## config.mk

```make
export PLATFORM = sky130hd
export DESIGN_NAME = mfe_regs
export DESIGN_NICKNAME = d
export VERILOG_FILES = /design/src/sv/mfe_pkg.sv /design/src/sv/mfe_regs.sv
export SDC_FILE = /design/constraint.sdc
export NUM_CORES = 1
export LEC_CHECK = 0
export ABC_AREA = 1
export ABC_CLOCK_PERIOD_IN_PS = 2680
export BUFFER_PORTS_ARGS = -buffer_cell sky130_fd_sc_hd__buf_2
export CORE_ASPECT_RATIO = 1.4
export CORE_MARGIN = 2
export CORE_UTILIZATION = 30
export CTS_CLUSTER_DIAMETER = 60
export DETAILED_ROUTE_END_ITERATION = 10
export PLACE_DENSITY = 0.53
export SYNTH_ARGS = -nofsm -noshare
export SYNTH_HDL_FRONTEND = slang
export SYNTH_SLANG_ARGS = --single-unit
export TNS_END_PERCENT = 100
```

## constraint.sdc

```tcl
create_clock -name i_clk -period 2.68 [get_ports i_clk]
set_input_delay 0.402 -clock i_clk [delete_from_list [all_inputs] [get_ports i_clk]]
set_output_delay 0.402 -clock i_clk [all_outputs]
set_load 0.03 [all_outputs]
```

## src/sv/mfe_pkg.sv

```systemverilog
// Shared types, constants and register codes of the multitap feedback echo.
package mfe_pkg;

    // Delay line depth; must be a power of two so the pointers wrap naturally.
    localparam int DelayDepth = 16384;
    localparam int PtrW       = $clog2(DelayDepth);
    localparam int TapCount   = 5;
    localparam int TapW       = (TapCount > 1) ? $clog2(TapCount) : 1;
    localparam int NumGains   = 5;

    localparam int SampleW  = 16;
    localparam int GainW    = 15;
    localparam int SpacingW = 12;
    localparam int ProdW    = SampleW + GainW + 1;
    // input * 2^15 plus five products, each below 2^30 in magnitude
    localparam int AccW     = SampleW + GainW + 3;
    localparam int QW       = AccW - GainW;

    localparam int DataW   = 32;
    localparam int AddrW   = 5;
    localparam int RegIdxW = AddrW - 2;

    localparam logic [RegIdxW-1:0] RegSpacing   = 3'd0;
    localparam logic [RegIdxW-1:0] RegGainOne   = 3'd1;
    localparam logic [RegIdxW-1:0] RegGainTwo   = 3'd2;
    localparam logic [RegIdxW-1:0] RegGainThree = 3'd3;
    localparam logic [RegIdxW-1:0] RegGainFour  = 3'd4;
    localparam logic [RegIdxW-1:0] RegGainFive  = 3'd5;

    localparam logic [SpacingW-1:0] SpacingReset = 12'd1600;
    localparam logic [NumGains-1:0][GainW-1:0] GainReset =
        {15'd3277, 15'd6554, 15'd9830, 15'd16384, 15'd22938};

    localparam logic signed [SampleW-1:0] SampleMax = 16'sh7FFF;
    localparam logic signed [SampleW-1:0] SampleMin = 16'sh8000;
    localparam logic [AccW-1:0] RoundBias = AccW'((1 << GainW) - 1);

    typedef logic signed [SampleW-1:0] t_sample;
    typedef logic [PtrW-1:0]           t_ptr;

    typedef struct packed {
        logic [SpacingW-1:0]              spacing;
        logic [NumGains-1:0][GainW-1:0]   gains;
    } t_cfg;

    typedef struct packed {
        logic            start;
        logic            rd_valid;
        logic [TapW-1:0] rd_tap;
        logic            rd_ok;
        logic            rd_last;
        logic            round;
    } t_mac_ctl;

endpackage

```

## src/sv/mfe_regs.sv

```systemverilog
// APB configuration registers: tap spacing and the five tap gains.
module mfe_regs import mfe_pkg::*; (
    input  logic             i_clk,
    input  logic             i_rst_n,
    input  logic             psel,
    input  logic             penable,
    input  logic             pwrite,
    input  logic [AddrW-1:0] paddr,
    input  logic [DataW-1:0] pwdata,
    output logic [DataW-1:0] prdata,
    output logic             pready,
    output t_cfg             o_cfg
);

    t_cfg               r_cfg;
    logic               w_wr;
    logic [RegIdxW-1:0] w_idx;

    assign w_wr   = psel && penable && pwrite;
    assign w_idx  = paddr[AddrW-1:2];
    assign pready = 1'b1;
    assign o_cfg  = r_cfg;

    always_ff @(posedge i_clk) begin
        if (!i_rst_n) begin
            r_cfg.spacing <= SpacingReset;
            r_cfg.gains   <= GainReset;
        end else if (w_wr) begin
            case (w_idx)
                RegSpacing:   r_cfg.spacing  <= pwdata[SpacingW-1:0];
                RegGainOne:   r_cfg.gains[0] <= pwdata[GainW-1:0];
                RegGainTwo:   r_cfg.gains[1] <= pwdata[GainW-1:0];
                RegGainThree: r_cfg.gains[2] <= pwdata[GainW-1:0];
                RegGainFour:  r_cfg.gains[3] <= pwdata[GainW-1:0];
                RegGainFive:  r_cfg.gains[4] <= pwdata[GainW-1:0];
                default: ;
            endcase
        end
    end

    always_comb begin
        case (w_idx)
            RegSpacing:   prdata = DataW'(r_cfg.spacing);
            RegGainOne:   prdata = DataW'(r_cfg.gains[0]);
            RegGainTwo:   prdata = DataW'(r_cfg.gains[1]);
            RegGainThree: prdata = DataW'(r_cfg.gains[2]);
            RegGainFour:  prdata = DataW'(r_cfg.gains[3]);
            RegGainFive:  prdata = DataW'(r_cfg.gains[4]);
            default:      prdata = '0;
        endcase
    end

endmodule

```

==> reports/qor.txt <==
CP top delay family = buffers and inverters
Most used DFF post-synth = dfxtp_1
CTS H-tree lvls = 3
r2r endpoint = o_cfg[61]
die area = 15,900 um^2
hold path endpoint = o_cfg[43]
Post-Syn Area = 4460 um^2
Syn Area/Cell = 6.40 um^2
Clock Skew = 0 ns
PD cells = 535 nW/um^2
synthesized instance count = 697
post-layout power = 2.90 mW
First-pass DRT Iterations = 6
fin area = 5430 um^2
Total GRT Usage = 20.6%
sequential-to-total area share from yosys stat = 39.1%
Min-Delay Path Class = in2reg
max-slew violation count = 0
area leader, netlist = dfxtp_1
Max Cap Violations = 0
Yosys top cell area share = 39.1%
Max Root-Sink Buffers = 2
Via-to-Cell Ratio = 4.70
Die Wd = 107 um
Hold Path Origin = pwdata[13]
Async S/R FF share, synth = 0%
Worst R2R Start = o_cfg[61]
crit-path most repeated cell = nand2_1
Finished Layout Cells = 1,000
Critical Path Start = paddr[4]
Max Clock Freq = 449 MHz
Row Count = 52
Placer Congestion = 0.822
CTS resizes = 0
placed insts = 985
simple-gate share of the synthesized area = 47.3%
Synth cell types = 17
largest net degree at the start of global routing = 88
Req. time, crit path = 2.28 ns
core box area = 14,500 um^2
number of synthesized flops with an enable pin = 0
Crit-path slowest cell = buf_4
depth of the worst register-to-register path = 2
share of cells above drive strength 1 = 21.0%
synth warn = 0
Setup CP Type = in2out
CTS Hold Bufs = 0
register-to-register setup slack = 2.05 ns
root buffer cell = clkbuf_16
Clock Latency Late Sink = 0.34 ns
WHS Path Cells = 3
status = finished clean
largest family of logic cells by synthesized area = simple AND/OR/NAND/NOR gates
Area Overhead vs Synth = 21.8%
crit path time final = 2.23 ns
adder-cell share of the synthesized area = 0%
post-DP HPWL = 12.1 mm
Bufs and invs on worst path = 5
RSZ-0062 raised after global routing = false
Post-Synth XOR/XNOR Area = 0%
number of global-route vias before repair = 4,336
Worst-Margin Slew = 0.521 ns
height of the die = 148 um
Initial Utilization = 30.7%
fin crit share = 83.2%
clk sink count = 87
slowest cell delay on critical path = 0.31 ns
wire per inst = 16.5 um
Clock transition at path regs = 0.06 ns
CP arrival = 1.83 ns
Critical Path, Cell by Cell = buf_2 > inv_2 > buf_4 > nand2_1 > nor2_4 > nand2_1 > nand2_1 > inv_1 > nand2_1 > buf_2
Final Hold Fails = 0
routed wire length = 16.5 mm
post-layout net count = 849
total grt overflow = 0
Crit. path cell count = 10
count leader, synth = nand2_1
Worst Setup End Kind = primary output
Ports = 162
ranking of synthesized cells by area = dfxtp_1 39%, nand2_1 16%, nor2_1 13%
drc violations = 0
DR vias = 4,699
initial antenna violation count = 0
number of flip-flops in the largest register = 87
number of DRC markers in iteration 0 = 259
CP Launch Type = input port
TritonCTS Buffers = 9
Setup Buffers After CTS = 0
Post-DP Area = 5170 um^2
antenna cell count = 0
DRT antenna net count = 0
Port Buffers = 124
Max-slew headroom = 65.1%
CTS tree = done
Pleak = 2.75 nW
#FFs+latches synth = 87
final count of negative-setup-slack endpoints = 0
Final TNS setup = 0 ns
Compound-Gate Fraction of Synth Area = 0.898%
Synth top cells by count = 187 x nand2_1, 160 x nor2_1, 90 x nand3_1
mux cell area share after synthesis = 0%
first-pass GRT wire length = 24.8 mm
Peak VDD IR = 0.229 mV
Crit Path Max Fanout = 18
cell type report:
| type | instances | area (um^2) |
|---|---|---|
| multi-input cells | 514 | 2220 |
| repair buffers | 145 | 791 |
| inverters | 50 | 188 |
| flip-flops and latches | 87 | 1740 |
| fillers | 1644 | 9080 |
| clock buffers | 14 | 254 |
| well taps | 189 | 236 |
| clock inverters | 1 | 5.00 |
report_power, final:
part | switching [mW] | internal (mW)
clock | 0.521 | 0.650
combinational | 0.312 | 0.0970
sequential | 0.0141 | 1.31
cells by family (layout without fill, tap and decap cells):
kind of cell | after synthesis | after routing
AND/OR/NAND/NOR | 488 | 488
other | 2 | 18
AO/OA/AOI/OAI | 8 | 8
flip-flops | 87 | 87
buffers and inverters | 112 | 210
per-layer routing:
layer / global-route usage [%] / share of wire [%]
met5: 0 / 0
met4: 8.57 / 2.6
met3: 3.46 / 5.6
met2: 34.1 / 49
met1: 26.6 / 43
worst max-delay path by stage:
stage                      end  slack [ns]
global placement    prdata[12]        0.47
global route        prdata[12]        0.36
detailed placement  prdata[12]        0.47
finish              prdata[12]        0.45
floorplan            prdata[7]        0.86
CTS                 prdata[12]        0.46
tightest hold or removal path, cell delays in order:
cell and delay, ns:
buf_2 0.09, nand2_1 0.05, nand3_1 0.06
metrics by stage:
step	utilization, %	hold WS (ns)	setup WS (ns)
floorplan	-	0.528	0.856
global placement	35.7	0.466	0.466
detailed placement	35.7	0.472	0.468
CTS	37.4	0.277	0.462
global route	37.4	0.300	0.359
finish	37.4	0.279	0.451
placed cells by master (no fill, tap or decap):
master and n:
buf_4 20, inv_1 48, inv_2 2, clkbuf_1 4, dfxtp_1 87, buf_12 1
nor2_4 5, nor2_2 4, o21ai_0 8, conb_1 18, nand3_2 3, clkbuf_8 1
buf_2 124, clkinv_2 1, clkbuf_16 9, nand2_1 187, nor2_1 160, nand3_1 90
nand4_1 39
Note: power is estimated with default switching activity, not from simulation.
