$ cat src/sv/mfe_pkg.sv
// Shared types, constants and register codes of the multitap feedback echo.
package mfe_pkg;

    // Delay line depth; must be a power of two so the pointers wrap naturally.
    localparam int DelayDepth = 16384;
    localparam int PtrW       = $clog2(DelayDepth);
    localparam int TapCount   = 5;
    localparam int TapW       = (TapCount > 1) ? $clog2(TapCount) : 1;
    localparam int NumGains   = 5;

    localparam int SampleW  = 16;
    localparam int GainW    = 15;
    localparam int SpacingW = 12;
    localparam int ProdW    = SampleW + GainW + 1;
    // input * 2^15 plus five products, each below 2^30 in magnitude
    localparam int AccW     = SampleW + GainW + 3;
    localparam int QW       = AccW - GainW;

    localparam int DataW   = 32;
    localparam int AddrW   = 5;
    localparam int RegIdxW = AddrW - 2;

    localparam logic [RegIdxW-1:0] RegSpacing   = 3'd0;
    localparam logic [RegIdxW-1:0] RegGainOne   = 3'd1;
    localparam logic [RegIdxW-1:0] RegGainTwo   = 3'd2;
    localparam logic [RegIdxW-1:0] RegGainThree = 3'd3;
    localparam logic [RegIdxW-1:0] RegGainFour  = 3'd4;
    localparam logic [RegIdxW-1:0] RegGainFive  = 3'd5;

    localparam logic [SpacingW-1:0] SpacingReset = 12'd1600;
    localparam logic [NumGains-1:0][GainW-1:0] GainReset =
        {15'd3277, 15'd6554, 15'd9830, 15'd16384, 15'd22938};

    localparam logic signed [SampleW-1:0] SampleMax = 16'sh7FFF;
    localparam logic signed [SampleW-1:0] SampleMin = 16'sh8000;
    localparam logic [AccW-1:0] RoundBias = AccW'((1 << GainW) - 1);

    typedef logic signed [SampleW-1:0] t_sample;
    typedef logic [PtrW-1:0]           t_ptr;

    typedef struct packed {
        logic [SpacingW-1:0]              spacing;
        logic [NumGains-1:0][GainW-1:0]   gains;
    } t_cfg;

    typedef struct packed {
        logic            start;
        logic            rd_valid;
        logic [TapW-1:0] rd_tap;
        logic            rd_ok;
        logic            rd_last;
        logic            round;
    } t_mac_ctl;

endpackage

$ cat src/sv/mfe_mac.sv
// Tap multiply-accumulate, round toward zero and 16-bit saturation.
module mfe_mac import mfe_pkg::*; (
    input  logic                            i_clk,
    input  logic                            i_rst_n,
    input  t_mac_ctl                        i_ctl,
    input  t_sample                         i_in_sample,
    input  t_sample                         i_rdata,
    input  logic [NumGains-1:0][GainW-1:0]  i_gains,
    output logic                            o_done,
    output t_sample                         o_sample,
    output logic                            o_clip
);

    logic                    r_c_valid;
    logic                    r_c_last;
    logic signed [ProdW-1:0] r_c_prod;
    logic signed [AccW-1:0]  r_acc;
    logic signed [QW-1:0]    r_q;

    logic [GainW-1:0]        w_gain;
    t_sample                 w_tap;
    logic signed [ProdW-1:0] w_prod;
    logic [AccW-1:0]         w_biased;

    assign w_gain = i_gains[i_ctl.rd_tap];
    // an entry not yet written since reset reads as silence
    assign w_tap  = i_ctl.rd_ok ? i_rdata : '0;
    assign w_prod = $signed({1'b0, w_gain}) * w_tap;

    always_ff @(posedge i_clk) begin
        if (!i_rst_n) begin
            r_c_valid <= 1'b0;
            r_c_last  <= 1'b0;
        end else begin
            r_c_valid <= i_ctl.rd_valid;
            r_c_last  <= i_ctl.rd_valid && i_ctl.rd_last;
        end
    end

    always_ff @(posedge i_clk) begin
        if (i_ctl.rd_valid) begin
            r_c_prod <= w_prod;
        end
        if (i_ctl.start) begin
            r_acc <= {{(AccW - SampleW - GainW){i_in_sample[SampleW-1]}},
                      i_in_sample, {GainW{1'b0}}};
        end else if (r_c_valid) begin
            r_acc <= r_acc + AccW'(r_c_prod);
        end
        if (i_ctl.round) begin
            r_q <= $signed(w_biased[AccW-1:GainW]);
        end
    end

    assign o_done = r_c_valid && r_c_last;

    // negative sums get 2^15-1 added so the shift truncates toward zero
    assign w_biased = r_acc[AccW-1] ? (r_acc + RoundBias) : r_acc;

    always_comb begin
        if (r_q > SampleMax) begin
            o_sample = SampleMax;
            o_clip   = 1'b1;
        end else if (r_q < SampleMin) begin
            o_sample = SampleMin;
            o_clip   = 1'b1;
        end else begin
            o_sample = r_q[SampleW-1:0];
            o_clip   = 1'b0;
        end
    end

endmodule

$ cat config.mk
export PLATFORM = sky130hd
export DESIGN_NAME = mfe_mac
export DESIGN_NICKNAME = d
export VERILOG_FILES = /design/src/sv/mfe_pkg.sv /design/src/sv/mfe_mac.sv
export SDC_FILE = /design/constraint.sdc
export NUM_CORES = 1
export LEC_CHECK = 0
export ABC_AREA = 1
export BUFFER_PORTS_ARGS = -buffer_cell sky130_fd_sc_hd__buf_2
export CORE_MARGIN = 10
export CORE_UTILIZATION = 50
export CTS_BUF_LIST = sky130_fd_sc_hd__clkbuf_16
export DETAILED_ROUTE_END_ITERATION = 16
export GPL_TIMING_DRIVEN = 0
export PLACE_DENSITY = 0.79
export SLEW_MARGIN = 20
export SYNTH_ARGS = -nofsm -noshare
export SYNTH_HDL_FRONTEND = slang
export SYNTH_SLANG_ARGS = --single-unit
export TNS_END_PERCENT = 5
$ cat constraint.sdc
create_clock -name i_clk -period 8.4 [get_ports i_clk]
set_input_delay 0.84 -clock i_clk [delete_from_list [all_inputs] [get_ports i_clk]]
set_output_delay 0.84 -clock i_clk [all_outputs]
set_load 0.03 [all_outputs]
==> metrics <==
status completed; crit path time final 7190 ps; Post-Route WL 42700 um; num ports 135; crit-path cells clkbuf_1 -> buf_2 -> nand2_1 -> inv_1 -> nand2_1 -> fa_1 -> inv_1 -> fa_1 -> fa_1 -> fa_1 -> fa_1 -> inv_1 -> fa_1 -> inv_1 -> ha_1 -> a21oi_1 -> o21ai_0 -> a21oi_1 -> nand3_1 -> nand2_1 -> nand2_1 -> nand2_1 -> nand2_1; CTS tree built; total power around 3.2 mW; drt first pass iters 6; Post-Layout Cell Count 2547; crit end category flip-flop; Final Core Density 0.555; Worst Max-Slew Pin Slew 991 ps; Die Y 193 um; Core Box Area around 29000 um2; synth warn 0; n_diodes 0; worst setup path end r_c_prod[25]; final setup TNS 0 ps; Avg Cell Area, Syn around 7.4 um2; worst hold path type flip-flop to flip-flop; clock network power share 0.133; clock skew about 9.5 ps; gp weighted congestion 1.06; Max stage delay cell, worst path fa_1; worst reg2reg startpoint r_acc[15]; CP Class input port to flip-flop; Max VDD drop ~0.11 mV; EDFF count, synth 70; Initial Utilization 0.505; met3 WL ~3000 um; Cell Area, Synth approximately 15000 um2; fmax ~140 MHz; Hold-fix buffers, CTS 0; P&R area growth vs syn 9.79%; Die Span X just under 200 um; vias in the first global route ~14000; Buffers on Ports between 100 and 150; hpwl dp about 36000 um; flop2flop setup slack roughly 5900 ps; Startpoint Class input port; Max-Cap Viols 0; max-slew violation count 0; placed insts between 2000 and 3000; worst-path fanout max 10; clock buffer depth 2; crit share post-route 0.856; cts repair resizes 0; post-route ant nets 0; Leak around 8.6 nW; first-pass GRT wire length about 70000 um; H-tree depth 3; met2 WL around 21000 um; Clock Root Buffer clkbuf_16; Slew HR 0.339; initial antenna violation count 0; GRT Total Usage 0.235; P_sw approximately 1.6 mW; Hold Fails Final Rpt 0; Internal Power approximately 1.6 mW; power share of the sequential group 0.212; Crit path depth 23; Clock Latency Late Sink about 340 ps; Clk pin slew, worst setup/hold paths 70 ps; drc violations 0; largest net degree at the start of global routing 34; die footprint between 30000 and 40000 um2; total congestion overflow 0; capture point of the worst reg-to-reg path r_acc[25]; crit-path max cell delay around 560 ps; CP startpoint i_ctl[2]; First DRT Iteration DRCs about 1100; Mapped Nets between 2000 and 2500; final setup vio count 0; Synth cell types 43; CTS Buf Count 9; Sink Count between 80 and 90; RSZ-0062 raised after global routing false; WL met1 approximately 17000 um; wire per inst approximately 17 um; share of layout cells above drive strength 1 0.0960; Primary FF master, synth edfxtp_1; R2R cell count 12; Power Dens Cells 196 nW/um2; Net Sw Frac 0.495; Hold Slack roughly 490 ps; Final #Nets between 2000 and 3000; ys async rst share 0; Top delay family on crit path adder cells; Post-CTS Setup Repair Bufs 0; drt via density roughly 5.3; CP required between 8000 and 9000 ps; Top Layer Used met4; Rows 63; Yosys reg bits between 80 and 90; critical path arrival ~7300 ps; Cells after Synth 2011; vias post-DR 13600; Comb pwr share 0.655; CP Buf/Inv Count 6; sequential share of the synthesized area 0.164
## kinds of logic (layout without fill, tap and decap cells)
kind of cell             count (synthesis)  after routing  synth area share
XOR/XNOR                                48             48            0.0282
buffers and inverters                  440            586             0.116
AO/OA/AOI/OAI                          208            208            0.0785
AND/OR/NAND/NOR                        895            895             0.243
adder cells (fa/ha/maj)                333            333             0.371
flip-flops                              87             87             0.164
## layer usage
metal,GRT usage,vias up
li1,-,6523
met1,0.285,6348
met2,0.412,583
met3,0.0302,115
met4,0.0966,0
met5,0,-
## power by group through the flow
| stage | clock network [mW] | registers, mW | logic, mW |
|---|---|---|---|
| after detailed placement | 0 | 0.685 | 2.07 |
| after floorplan | 0 | 0.652 | 1.56 |
| after CTS | 0.434 | 0.678 | 2.08 |
| after global placement | 0 | 0.684 | 2.03 |
| final | 0.426 | 0.681 | 2.10 |
| after global routing | 0.456 | 0.688 | 2.42 |
## state kept, by name, indices dropped and copies added (netlist names)
signal	cells
r_c_prod	32
r_acc	34
r_q	19
r_c_valid	1
r_c_last	1
## per-stage QoR
| stage | cell area (um2) | setup slack [ps] |
|---|---|---|
| 2_1_floorplan | 14900 | 1950 |
| 3_3_place_gp | 16000 | 914 |
| 3_5_place_dp | 16000 | 909 |
| 4_1_cts | 16400 | 1260 |
| 5_1_grt | 16400 | 871 |
| 6_report | 16400 | 1210 |
## synthesized netlist by cell type (2+ instances only)
library cell | number | area [um2]
inv_1 | 381 | 1430
nand3b_1 | 5 | 37.5
edfxtp_1 | 70 | 2100
o21ai_2 | 3 | 26.3
a21o_1 | 7 | 52.6
or2_2 | 3 | 18.8
nor4_1 | 3 | 18.8
o21bai_1 | 8 | 60.1
ha_1 | 152 | 1900
nand2_2 | 10 | 62.6
dfxtp_1 | 17 | 340
o21ai_1 | 2 | 10.0
nor3_1 | 19 | 95.1
clkbuf_1 | 22 | 82.6
buf_4 | 5 | 37.5
o21a_1 | 2 | 15.0
inv_2 | 15 | 56.3
buf_2 | 9 | 45.0
a221o_1 | 14 | 140
nand4_1 | 15 | 93.8
buf_6 | 5 | 56.3
o21ai_0 | 61 | 305
xnor2_1 | 19 | 166
fa_1 | 181 | 3620
nand2_1 | 537 | 2020
nand3_1 | 63 | 315
xor2_1 | 29 | 254
nor2_2 | 7 | 43.8
a21oi_1 | 108 | 541
nor2_1 | 226 | 848
## worst min path at each step
stage	start	endpoint	slack, ps	cells past startpoint
finish	r_acc[7]	r_acc[7]	490	2
floorplan	r_acc[13]	r_acc[13]	450	2
detailed placement	r_acc[7]	r_acc[7]	480	2
global route	r_acc[12]	r_acc[12]	520	2
CTS	r_acc[7]	r_acc[7]	500	2
global placement	r_acc[7]	r_acc[7]	470	2
## area by class of cell
class | instances | area [um2]
Buffer | 42 | 225
Tap cell | 390 | 488
Sequential cell | 87 | 2440
Clock buffer | 9 | 225
Timing Repair Buffer | 130 | 651
Fill cell | 2800 | 13100
Inverter | 398 | 1500
Multi-Input combinational cell | 1484 | 10700
Clock inverter | 7 | 95.1
## worst reg2reg max path, cell delays in order (launching register included)
cell,delay (ps)
edfxtp_1,540
ha_1,440
nand2_1,120
nor2_1,240
nand2_1,100
inv_1,70
nand4_1,90
nand3_1,290
nand2_1,140
nand2_1,90
nand2_1,50
nand3_1,70
nand2_1,60
## placed cells by master, fill, tap and decap left out, types with 5 or more instances in the layout
| cell | count |
|---|---|
| dfxtp_1 | 17 |
| o21ai_0 | 61 |
| buf_2 | 139 |
| a21o_1 | 7 |
| a21oi_1 | 108 |
| xnor2_1 | 19 |
| inv_2 | 15 |
| xor2_1 | 29 |
| nor2_2 | 7 |
| buf_6 | 5 |
| nand2_1 | 537 |
| nand4_1 | 15 |
| buf_4 | 5 |
| edfxtp_1 | 70 |
| clkbuf_16 | 9 |
| o21bai_1 | 8 |
| a221o_1 | 14 |
| nor2_1 | 226 |
| nand2_2 | 10 |
| fa_1 | 181 |
| nand3b_1 | 5 |
| inv_1 | 381 |
| nor3_1 | 19 |
| clkbuf_1 | 22 |
| nand3_1 | 63 |
| ha_1 | 152 |
Power figures use the tool's default switching activity.
